<file path="src/design/scd_pkg.sv">
package scd_pkg;

  localparam int unsigned MAX_CELLS_DEF = 65536;
  localparam int unsigned DIV_STEPS     = 80;
  localparam int unsigned BYTE_W        = 8;

  localparam logic signed [47:0] V48_MAX = 48'sh7FFF_FFFF_FFFF;
  localparam logic signed [47:0] V48_MIN = 48'sh8000_0000_0000;
  localparam logic signed [63:0] V64_MAX = 64'sh7FFF_FFFF_FFFF_FFFF;
  localparam logic signed [63:0] V64_MIN = 64'sh8000_0000_0000_0000;

  localparam logic [3:0] REG_CELL_BYTES   = 4'd0;
  localparam logic [3:0] REG_BIG_ENDIAN   = 4'd1;
  localparam logic [3:0] REG_SIGNED_CELLS = 4'd2;
  localparam logic [3:0] REG_SCALE_MODE   = 4'd3;
  localparam logic [3:0] REG_NUM_GAIN     = 4'd4;
  localparam logic [3:0] REG_NUM_OFFSET   = 4'd5;
  localparam logic [3:0] REG_DEN_CONST    = 4'd6;
  localparam logic [3:0] REG_DEN_GAIN     = 4'd7;

  typedef enum logic [2:0] {
    ST_IDLE, ST_MUL, ST_PREP, ST_DIV, ST_ACC, ST_MSTART, ST_MWAIT, ST_OUT
  } state_t;

  typedef struct packed {
    logic idle;
    logic mul_en;
    logic div_start;
    logic acc_en;
    logic mean_start;
    logic out_load;
  } cmd_t;

  typedef struct packed {
    logic div_done;
    logic full;
    logic last;
    logic out_busy;
  } stat_t;

  typedef struct packed {
    logic [2:0]         cell_bytes;
    logic               big_endian;
    logic               signed_cells;
    logic               scale_mode;
    logic signed [31:0] num_gain;
    logic signed [31:0] num_offset;
    logic signed [31:0] den_const;
    logic signed [31:0] den_gain;
  } cfg_t;

  // Builds one cell from its bytes; the result is wide enough for any unsigned cell.
  function automatic logic signed [32:0] assemble(input logic [31:0] x, input cfg_t cfg);
    logic [31:0] v;
    logic        sb;
    logic [2:0]  n;
    n = (cfg.cell_bytes == 3'd0) ? 3'd1 : ((cfg.cell_bytes > 3'd4) ? 3'd4 : cfg.cell_bytes);
    v  = '0;
    sb = 1'b0;
    case (n)
      3'd1: begin
        v  = {24'd0, x[7:0]};
        sb = x[7];
      end
      3'd2: begin
        v  = cfg.big_endian ? {16'd0, x[7:0], x[15:8]} : {16'd0, x[15:0]};
        sb = v[15];
      end
      3'd3: begin
        v  = cfg.big_endian ? {8'd0, x[7:0], x[15:8], x[23:16]} : {8'd0, x[23:0]};
        sb = v[23];
      end
      default: begin
        v  = cfg.big_endian ? {x[7:0], x[15:8], x[23:16], x[31:24]} : x;
        sb = v[31];
      end
    endcase
    if (cfg.signed_cells && sb) begin
      case (n)
        3'd1:    v[31:8]  = '1;
        3'd2:    v[31:16] = '1;
        3'd3:    v[31:24] = '1;
        default: v = v;
      endcase
      return $signed({1'b1, v});
    end
    return $signed({1'b0, v});
  endfunction

endpackage

</file>
<file path="src/design/scd_ctrl.sv">
module scd_ctrl
  import scd_pkg::*;
(
  input  logic  clk,
  input  logic  rst_n,
  input  logic  accept,
  input  stat_t stat,
  output cmd_t  cmd
);

  state_t state_r, state_nxt;

  always_ff @(posedge clk) begin
    if (!rst_n) begin
      state_r <= ST_IDLE;
    end else begin
      state_r <= state_nxt;
    end
  end

  always_comb begin
    state_nxt = state_r;
    cmd       = '0;
    case (state_r)
      ST_IDLE: begin
        cmd.idle = 1'b1;
        if (accept) begin
          state_nxt = ST_MUL;
        end
      end
      ST_MUL: begin
        cmd.mul_en = 1'b1;
        if (stat.full) begin
          state_nxt = stat.last ? ST_MSTART : ST_IDLE;
        end else begin
          state_nxt = ST_PREP;
        end
      end
      ST_PREP: begin
        cmd.div_start = 1'b1;
        state_nxt     = ST_DIV;
      end
      ST_DIV: begin
        if (stat.div_done) begin
          state_nxt = ST_ACC;
        end
      end
      ST_ACC: begin
        cmd.acc_en = 1'b1;
        state_nxt  = stat.last ? ST_MSTART : ST_IDLE;
      end
      ST_MSTART: begin
        cmd.mean_start = 1'b1;
        state_nxt      = ST_MWAIT;
      end
      ST_MWAIT: begin
        if (stat.div_done) begin
          state_nxt = ST_OUT;
        end
      end
      ST_OUT: begin
        if (!stat.out_busy) begin
          cmd.out_load = 1'b1;
          state_nxt    = ST_IDLE;
        end
      end
      default: begin
        state_nxt = ST_IDLE;
      end
    endcase
  end

endmodule

</file>
<file path="config.mk">
export PLATFORM = sky130hd
export DESIGN_NAME = scd_ctrl
export DESIGN_NICKNAME = d
export VERILOG_FILES = /design/src/design/scd_pkg.sv /design/src/design/scd_ctrl.sv
export SDC_FILE = /design/constraint.sdc
export NUM_CORES = 1
export LEC_CHECK = 0
export ABC_AREA = 1
export BUFFER_PORTS_ARGS = -buffer_cell sky130_fd_sc_hd__buf_2
export CELL_PAD_IN_SITES_DETAIL_PLACEMENT = 0
export CELL_PAD_IN_SITES_GLOBAL_PLACEMENT = 1
export CORE_AREA = 2 2 39 41
export CTS_CLUSTER_SIZE = 8
export DETAILED_ROUTE_END_ITERATION = 10
export DIE_AREA = 0 0 41 43
export PLACE_DENSITY = 0.63
export SLEW_MARGIN = 40
export SYNTH_ARGS = -nofsm -noshare
export SYNTH_HDL_FRONTEND = slang
export SYNTH_SLANG_ARGS = --single-unit
</file>
<file path="constraint.sdc">
create_clock -name clk -period 1.14 [get_ports clk]
set_input_delay 0.114 -clock clk [delete_from_list [all_inputs] [get_ports clk]]
set_output_delay 0.114 -clock clk [all_outputs]
set_load 0.01 [all_outputs]
</file>
### Yosys cells after proc, flatten, opt, wreduce, memory -nomap -nowiden

Cells that the tools add are included.

| storage, ports and cells | value |
|---|---|
| register bits | 3 |
| bits of input ports | 7 |
| logic and storage cells | 28 |

| cells by class | value |
|---|---|
| equal/unequal tests | 11 |
| multiplexer cells | 14 |
| reduce and logical (&&, ||, !) cells | 2 |

Operators by type and width:

| kind | count |
|---|---|
| case mux 3 bit (8 select lines) | 1 |
| 2-to-1 mux 3 bit | 6 |
| equality test 3 bit, second input constant | 4 |
| inequality test 2 bit, second input constant | 4 |
| 2-to-1 mux 1 bit | 7 |
| equality test 3 x 2 -> 1 bit, second input constant | 2 |
| AND reduction 4 bit | 1 |
| equality test 3 x 1 -> 1 bit, second input constant | 1 |
| logical NOT 3 bit | 1 |

### Depth between registers and ports, before layout

Gate-level depths: netlist of the first run.

| depth | value |
|---|---|
| word-level depth | 3 |
| depth in mapped cells | 9 |
| gate-level depth less buffers | 8 |

### Worst setup path after synthesis of the first run

No wires, ideal clock.

| timing | value |
|---|---|
| path type | register to register |
| from | register state_r[1] |
| to | register state_r[2] |
| library setup time | 113 ps |
| data arrival time | 957 ps |
| required time | 1027 ps |
| setup slack | 70 ps |
| stages on the path, launching flop included | 6 |
| buffers on the path | 1 |
| cell sequence | dfxtp_1 > buf_2 > nor3_1 > nor2_1 > nand2_1 > nor2_1 |

| on the way | value |
|---|---|
| cells in the longest elaborated chain, start to end | 3 |

RTL lines:

| element | RTL line | text |
|---|---|---|
| start: declaration | scd_ctrl.sv:11 | `state_t state_r, state_nxt;` |
| start signal: assignment | scd_ctrl.sv:17 | `state_r <= state_nxt;` |
| equality test 3 x 2 -> 1 bit (tied with other cells) | scd_ctrl.sv:24 | `case (state_r)` |
| inequality test 2 bit (no source line) | n/a |  |
| AND reduction 4 bit (no source line) | n/a |  |

Parallel ways exist; a longest one is shown, timed or not.
A chain may end at the register's enable or synchronous reset.

==> summary.txt, run 1 <==
STA
  • Worst setup margin: -0.03562 ns
  • Clk_skew: 0.0002609 ns
  • Max Freq: 0.8506 GHz
  • Post-route minimum period: 1.176 ns
  • Pins Over Slew Limit: 0
  • Final setup viols: 2
  • Max-slew headroom: roughly nine tenths
  • Final hold vios: 0
  • RSZ-0062 raised after global routing: yes
  • Fin crit share: 103.1%
  • Tightest Pin Transition: 0.1755 ns
  • WHS: 0.1217 ns

Synthesis
  • Area share of the largest cell type after synthesis: 22.64%
  • Mapped Cells: 50
  • YS warnings: 0
  • Cell taking the most area after synthesis: dfxtp_1
  • Synth area leaders: dfxtp_1 (23%), nand2_1 (21%), nor2_1 (14%)
  • Syn nets: 57
  • Mapped cell area: 265.3 µm²
  • Cell variety after synth: 15
  • Number of synthesized register bits: 3
  • Average cell area after synthesis: approximately 5.3 µm²
  • Sequential-to-total area share from yosys stat: 22.64%

Clock tree
  • CTS Buf Count: 3
  • Root buffer cell: clkbuf_4
  • Max H-tree Level: 1
  • Clk_lat worst skew: 0.23 ns
  • # hold bufs at CTS: 0
  • CTS Buffer Depth: 2
  • Num Clock Sinks: 3
  • CTS tree: yes
  • Clock slew at reported path FFs: roughly 0.030 ns

Setup path
  • CP Capture Type: output port
  • Reg2reg path depth: 8
  • Reg-to-Reg Start: state_r[2]
  • Maximum fanout along the worst path: 5
  • Critical path class: reg -> out
  • CP Launch Type: flip-flop
  • Required time worst endpoint: 1.03 ns
  • Worst Setup SP: state_r[2]
  • FF-to-FF setup slack: 0.07 ns
  • Reg2reg end: state_r[0]
  • Arr. time, crit path: 1.06 ns
  • Worst Setup EP: cmd[5]

Finish
  • Final net count: a little under 80
  • Share of layout cells above drive strength 1: roughly 46%
  • Largest regs: state_r (3)
  • # fillers: about 170
  • Top reg by flops: state_r
  • Max reg flops: 3
  • Diode count: 0
  • Area delta synth->final: 68.87%
  • Post-route insts no fill: 87

Outcome
  • Failing checks: negative setup slack
  • Outcome: finished with violations

Floorplan
  • CORE AREA: ~1400 µm²
  • Ports: 13
  • Die height: 43 µm
  • Initial Util: 19.17%
  • Die Wd: 41 µm
  • Cell row count: 14
  • Total Die Area: 1763 µm²

Power and ir drop
  • Pwr/cell area: 2673 nW/µm²
  • VDD IR max: just under 0.9 mV
  • Leakage: 0.0002661 µW

Route
  • Remaining DRCs: 0
  • Final ANT Viol Nets: 0
  • Post-Route WL: 714 µm
  • Drt first-iter violations: 7
  • Drt pass-1 iters: 4
  • Wire per inst: 8.207 µm
  • Vias: about 350
  • Vias per std cell: 4.069

Worst hold path
  • Hold Path Class: in -> reg

GRT
  • Global Route Usage Sum: roughly 8.4%
  • Antenna violations before repair: 0
  • First-pass GRT wire length: between 1000 and 1500 µm
  • Pin count of the biggest net entering global routing: 8
  • Vias in the first global route: 272
  • Overflow after GRT: 0

Placed design
  • Placed instance count: 81
  • HPWL after DPL: between 500 and 600 µm
  • Final GP Congestion: 0.6505
  • Number of port buffers: 12

Flow run
  • Max-cap violation count: 0
## synthesized netlist by cell type
cell type,instances
nor2_1,10
nand2_4,1
nand3_1,4
inv_1,5
nor3_1,1
dfxtp_1,3
nor4_1,1
o21bai_1,1
nand2_2,1
nand4_1,1
o21ai_1,1
nand2_1,15
buf_2,1
inv_2,4
o21ai_0,1
## worst min-delay path by stage
stage	slack, ns	depth (start not counted)	start	endpoint
after floorplan	0.23	2	rst_n	state_r[0]
final	0.12	3	rst_n	state_r[0]
after global routing	0.14	3	rst_n	state_r[0]
after CTS	0.12	3	rst_n	state_r[0]
after global placement	0.36	3	rst_n	state_r[0]
after detailed placement	0.37	3	rst_n	state_r[0]
## kinds of logic (layout without fill, tap and decap cells)
logic type             after synthesis  count (layout)  synth area share [%]
buffers and inverters               10              31                 14.62
AOI/OAI and AO/OA                    3               3                 6.601
DFF                                  3               3                 22.64
and+or+nand+nor                     34              34                 56.13
## where the power goes
part | switching, µW | leakage, µW | internal (µW)
registers | 101 | 0.0000264 | 176
logic | 413 | 0.000225 | 326
clock network | 49.9 | 0.0000150 | 131
total | 564 | 0.000266 | 633
## worst max-delay path, cell delays in order, from the launching register on
cell and delay, ns:
dfxtp_4 0.35, buf_4 0.14, nor3_2 0.18, buf_2 0.16
## metal layers
| layer | global-route usage, % | vias to the layer above | part of all wire (%) |
|---|---|---|---|
| met5 | 0 | - | 0 |
| met4 | 6.000 | 0 | 0 |
| met3 | 1.571 | 0 | 8.3 |
| met2 | 10.94 | 12 | 43 |
| met1 | 11.90 | 146 | 48 |
| li1 | - | 196 | - |
## stage by stage
stage                     setup WS (ns)  util (%)  total power, µW  setup TNS (ns)  area (µm²)
after floorplan                 0.06995         -            657.3               0       265.3
after global placement         -0.01437     26.76            906.2        -0.01772       370.4
after detailed placement        0.03109     26.76            882.6               0       370.4
after CTS                      -0.04219     30.02             1132        -0.07570       415.4
after global routing           -0.09161     32.37             1327         -0.3624       447.9
final                          -0.03562     32.37             1198        -0.07113       447.9
## placed cells by master (no fill, tap or decap)
master    instances
inv_4             2
buf_2            12
o21ai_0           1
o21bai_1          1
nor2_1            9
nand2_4           1
inv_2             2
dfxtp_4           2
nor4_4            1
dfxtp_2           1
nor2_2            1
clkbuf_1          1
nor3_2            1
inv_1             5
nand2_1          15
nand3_1           4
nand4_1           1
o21ai_1           1
buf_4             6
clkbuf_4          3
nand2_2           1
## layout make-up
class | count | area [µm²] | area share [%]
inverters | 9 | 38.79 | 8.659
clock buffers | 4 | 26.28 | 5.866
repair buffers | 18 | 105.1 | 23.46
multi-input cells | 37 | 188.9 | 42.18
well taps | 16 | 20.02 | 4.469
flip-flops and latches | 3 | 68.82 | 15.36
## what timing repair did
action                                  4_1_cts  5_1_grt
endpoints found under the setup margin        6        6
gates resized for setup                       5        6
pin swaps                                     0        1
setup buffers                                 1        1
hold endpoints to repair                      0        0
(Power assumes the default switching activity.)
==> run 2, diff against run 1 <==
ABC_AREA = default   (was 1)
PLACE_DENSITY = 0.61   (was 0.63)
SETUP_SLACK_MARGIN = 0.05   (was default)
SLEW_MARGIN = default   (was 40)
==> run 2 against run 1 <==
Net effect:
- register-to-register slack worse by 0.04 ns
- wire length up 22%
- die area unchanged
- critical path depth up 1
- combinational power down 61%
- clock skew about the same
- global-route usage up 3.2 points
- the run still ends with negative setup slack left
- setup slack better by 0.023 ns
==> summary.txt, run 2 <==
Outcome
  • Outcome: finished with violations
  • Failing checks: negative setup slack

Route
  • Vias: 369 (+4.2%)
  • Post-Route WL: 873 µm (+22%)
  • Drt pass-1 iters: 3 (-1)
  • Drt first-iter violations: 4 (-3)
  • Vias per std cell: 4.500 (+11%)
  • Final ANT Viol Nets: 0 (unchanged)
  • Remaining DRCs: 0 (unchanged)
  • Wire per inst: 10.65 µm (+30%)

Clock tree
  • CTS Buf Count: 3 (unchanged)
  • Max H-tree Level: 1 (unchanged)
  • Root buffer cell: clkbuf_4
  • # hold bufs at CTS: 0 (unchanged)
  • Num Clock Sinks: 3 (unchanged)
  • Clk_lat worst skew: 0.23 ns (about the same)
  • Clock slew at reported path FFs: 0.04 ns (about the same)
  • CTS Buffer Depth: 2 (unchanged)
  • CTS tree: yes

Worst hold path
  • Hold Path Class: in -> reg

Synthesis
  • Average cell area after synthesis: 7.251 µm² (+37%)
  • Number of synthesized register bits: 3 (unchanged)
  • Synth cell count leaders: nor2_1 (7), dfxtp_1 (3), nand2_1 (3), nor3b_1 (3)
  • Sequential-to-total area share from yosys stat: 21.24% (-1.4 points)
  • Cell variety after synth: 22 (+7)
  • Main synth FF type: dfxtp_1
  • Syn nets: 46 (-19%)
  • Most frequent cell after synthesis: nor2_1
  • Area share of the largest cell type after synthesis: 21.24% (-1.4 points)
  • Ys async rst share: 0% (unchanged)
  • YS warnings: 0 (unchanged)
  • Mapped Cells: 39 (-22%)
  • Cell taking the most area after synthesis: dfxtp_1
  • Mapped cell area: 282.8 µm² (+6.6%)
  • EDFF count, synth: 0 (unchanged)
  • Synth area leaders: dfxtp_1 (21%), nor2_1 (9.3%), nor3b_1 (8.0%)

Setup path
  • Required time worst endpoint: 1.03 ns (about the same)
  • Worst path cell trace: nand2b_4 -> buf_6 -> nor2_4 -> buf_6
  • Maximum fanout along the worst path: 7 (+2)
  • CP dominant cell by count: buf_6
  • Critical path class: reg -> out
  • WP buf/inv: 2 (unchanged)
  • CP Capture Type: output port
  • Family with the most delay on the worst path: flip-flops
  • CP Launch Type: flip-flop
  • Worst stage delay on the critical path: 0.39 ns (+0.04 ns)
  • Slowest cell on the critical path: dfxtp_4
  • Arr. time, crit path: 1.04 ns (-0.02 ns)

Floorplan
  • CORE AREA: 1384 µm² (unchanged)
  • Initial Util: 20.43% (+1.3 points)
  • Die Wd: 41 µm (unchanged)
  • Die height: 43 µm (unchanged)
  • Total Die Area: 1763 µm² (unchanged)
  • Cell row count: 14 (unchanged)
  • Ports: 13 (unchanged)

Finish
  • Share of layout cells above drive strength 1: 65.15% (+19 points)
  • Leading cell type in the layout, fill and taps excluded: buf_2
  • Top reg by flops: state_r
  • Final net count: 74 (-6.3%)
  • Finished layout cell area: 565.5 µm² (+26%)
  • Max reg flops: 3 (unchanged)
  • Fin util: 40.87% (+8.5 points)
  • Area delta synth->final: 100.0%
  • Diode count: 0 (unchanged)
  • # fillers: 147 (-13%)
  • Largest regs: state_r (3)
  • Most frequent cells in the layout: buf_2 (11), buf_6 (9), nor2_1 (6), buf_4 (6)

Placed design
  • Area after DPL: 415.4 µm² (+12%)
  • Number of port buffers: 12 (unchanged)
  • Final GP Congestion: 0.6887 (+5.9%)
  • HPWL after DPL: 581.3 µm (+7.6%)

STA
  • Post-route minimum period: 1.152 ns (-0.02318 ns)
  • Final hold vios: 0 (unchanged)
  • Tightest Pin Transition: 0.2051 ns (+0.02956 ns)
  • Pins Over Slew Limit: 0 (unchanged)
  • RSZ-0062 raised after global routing: yes
  • Final setup viols: 3 (+1)
  • Clk_skew: 0.0005176 ns (+0.0002567 ns)
  • Setup total negative slack: -0.02936 ns (+0.04177 ns)
  • Worst setup margin: -0.01243 ns (+0.02318 ns)
  • Fin crit share: 101.1% (-2.0 points)
  • Max Freq: 0.8677 GHz (+2.0%)
  • Max-slew headroom: 86.27% (-2.0 points)

GRT
  • First-pass GRT wire length: 1421 µm (+38%)
  • Antenna violations before repair: 0 (unchanged)
  • Overflow after GRT: 0 (unchanged)
  • Pin count of the biggest net entering global routing: 10 (+2)
  • Global Route Usage Sum: 11.63% (+3.2 points)
  • Vias in the first global route: 365 (+34%)

Flow run
  • Max-cap violation count: 0 (unchanged)

Power and ir drop
  • Pwr/cell area: 1122 nW/µm² (-58%)
  • VDD IR max: 0.6857 mV (-21%)
  • Overall Power: 634.5 µW (-47%)
  • Leakage: 0.0002777 µW (+4.4%)
run 2: cell count changes after synthesis, sizes merged, moves of 2 or more:
cell	before	now
a21oi	0	2
nor3b	0	3
inv	9	2
buf	1	3
nand3	4	0
nor2	10	7
nand2	17	3
nand2b	0	2
run 2: cell type report:
cell class	count	area (µm²)	share of cell area, %
Clock buffer	4	26.28	4.646
Inverter	2	7.507	1.327
Multi-Input combinational cell	31	239.0	42.26
Sequential cell	3	71.32	12.61
Tap cell	16	20.02	3.540
Timing Repair Buffer	26	201.4	35.62
run 2: final timing paths:
check              from         end  slack (ns)  cells after the start
min reg2reg  state_r[1]  state_r[1]        0.68                      2
max reg2reg  state_r[1]  state_r[0]        0.03                      4
max          state_r[0]      cmd[0]       -0.01                      4
min               rst_n  state_r[1]        0.13                      2
run 2: logic make-up after synthesis:
group           synth area share, %
compound gates                24.34
buf+inv                       8.852
flops                         21.24
simple gates                  41.59
mux                           3.982
run 2: metrics by stage:
step,hold slack (ns),instances,setup slack [ns]
floorplan,0.2378,39,0.06435
global placement,0.3689,73,-0.008969
detailed placement,0.3706,73,-0.01869
CTS,0.1220,79,-0.01846
global route,0.1306,82,-0.08864
finish,0.1291,82,-0.01243
run 2: what timing repair did:
| action | CTS | global route |
|---|---|---|
| pin swaps | 3 | 2 |
| buffers inserted | 2 | 2 |
| endpoints found under the setup margin | 8 | 9 |
| cloned | 0 | 1 |
| resized for setup | 17 | 6 |
run 2: layer usage:
layer	GRT usage (%)	up-vias	routed length (µm)
met5	0	-	0
met4	2.000	0	0
met3	4.712	0	29
met2	18.13	7	449
met1	14.74	168	394
li1	-	194	-
run 2: power by group:
group / total [µW] / switching (µW) / internal (µW) / leakage [µW]
clock network: 192 / 60.6 / 132 / 0.0000150
logic: 290 / 117 / 172 / 0.000236
registers: 153 / 31.6 / 121 / 0.0000267
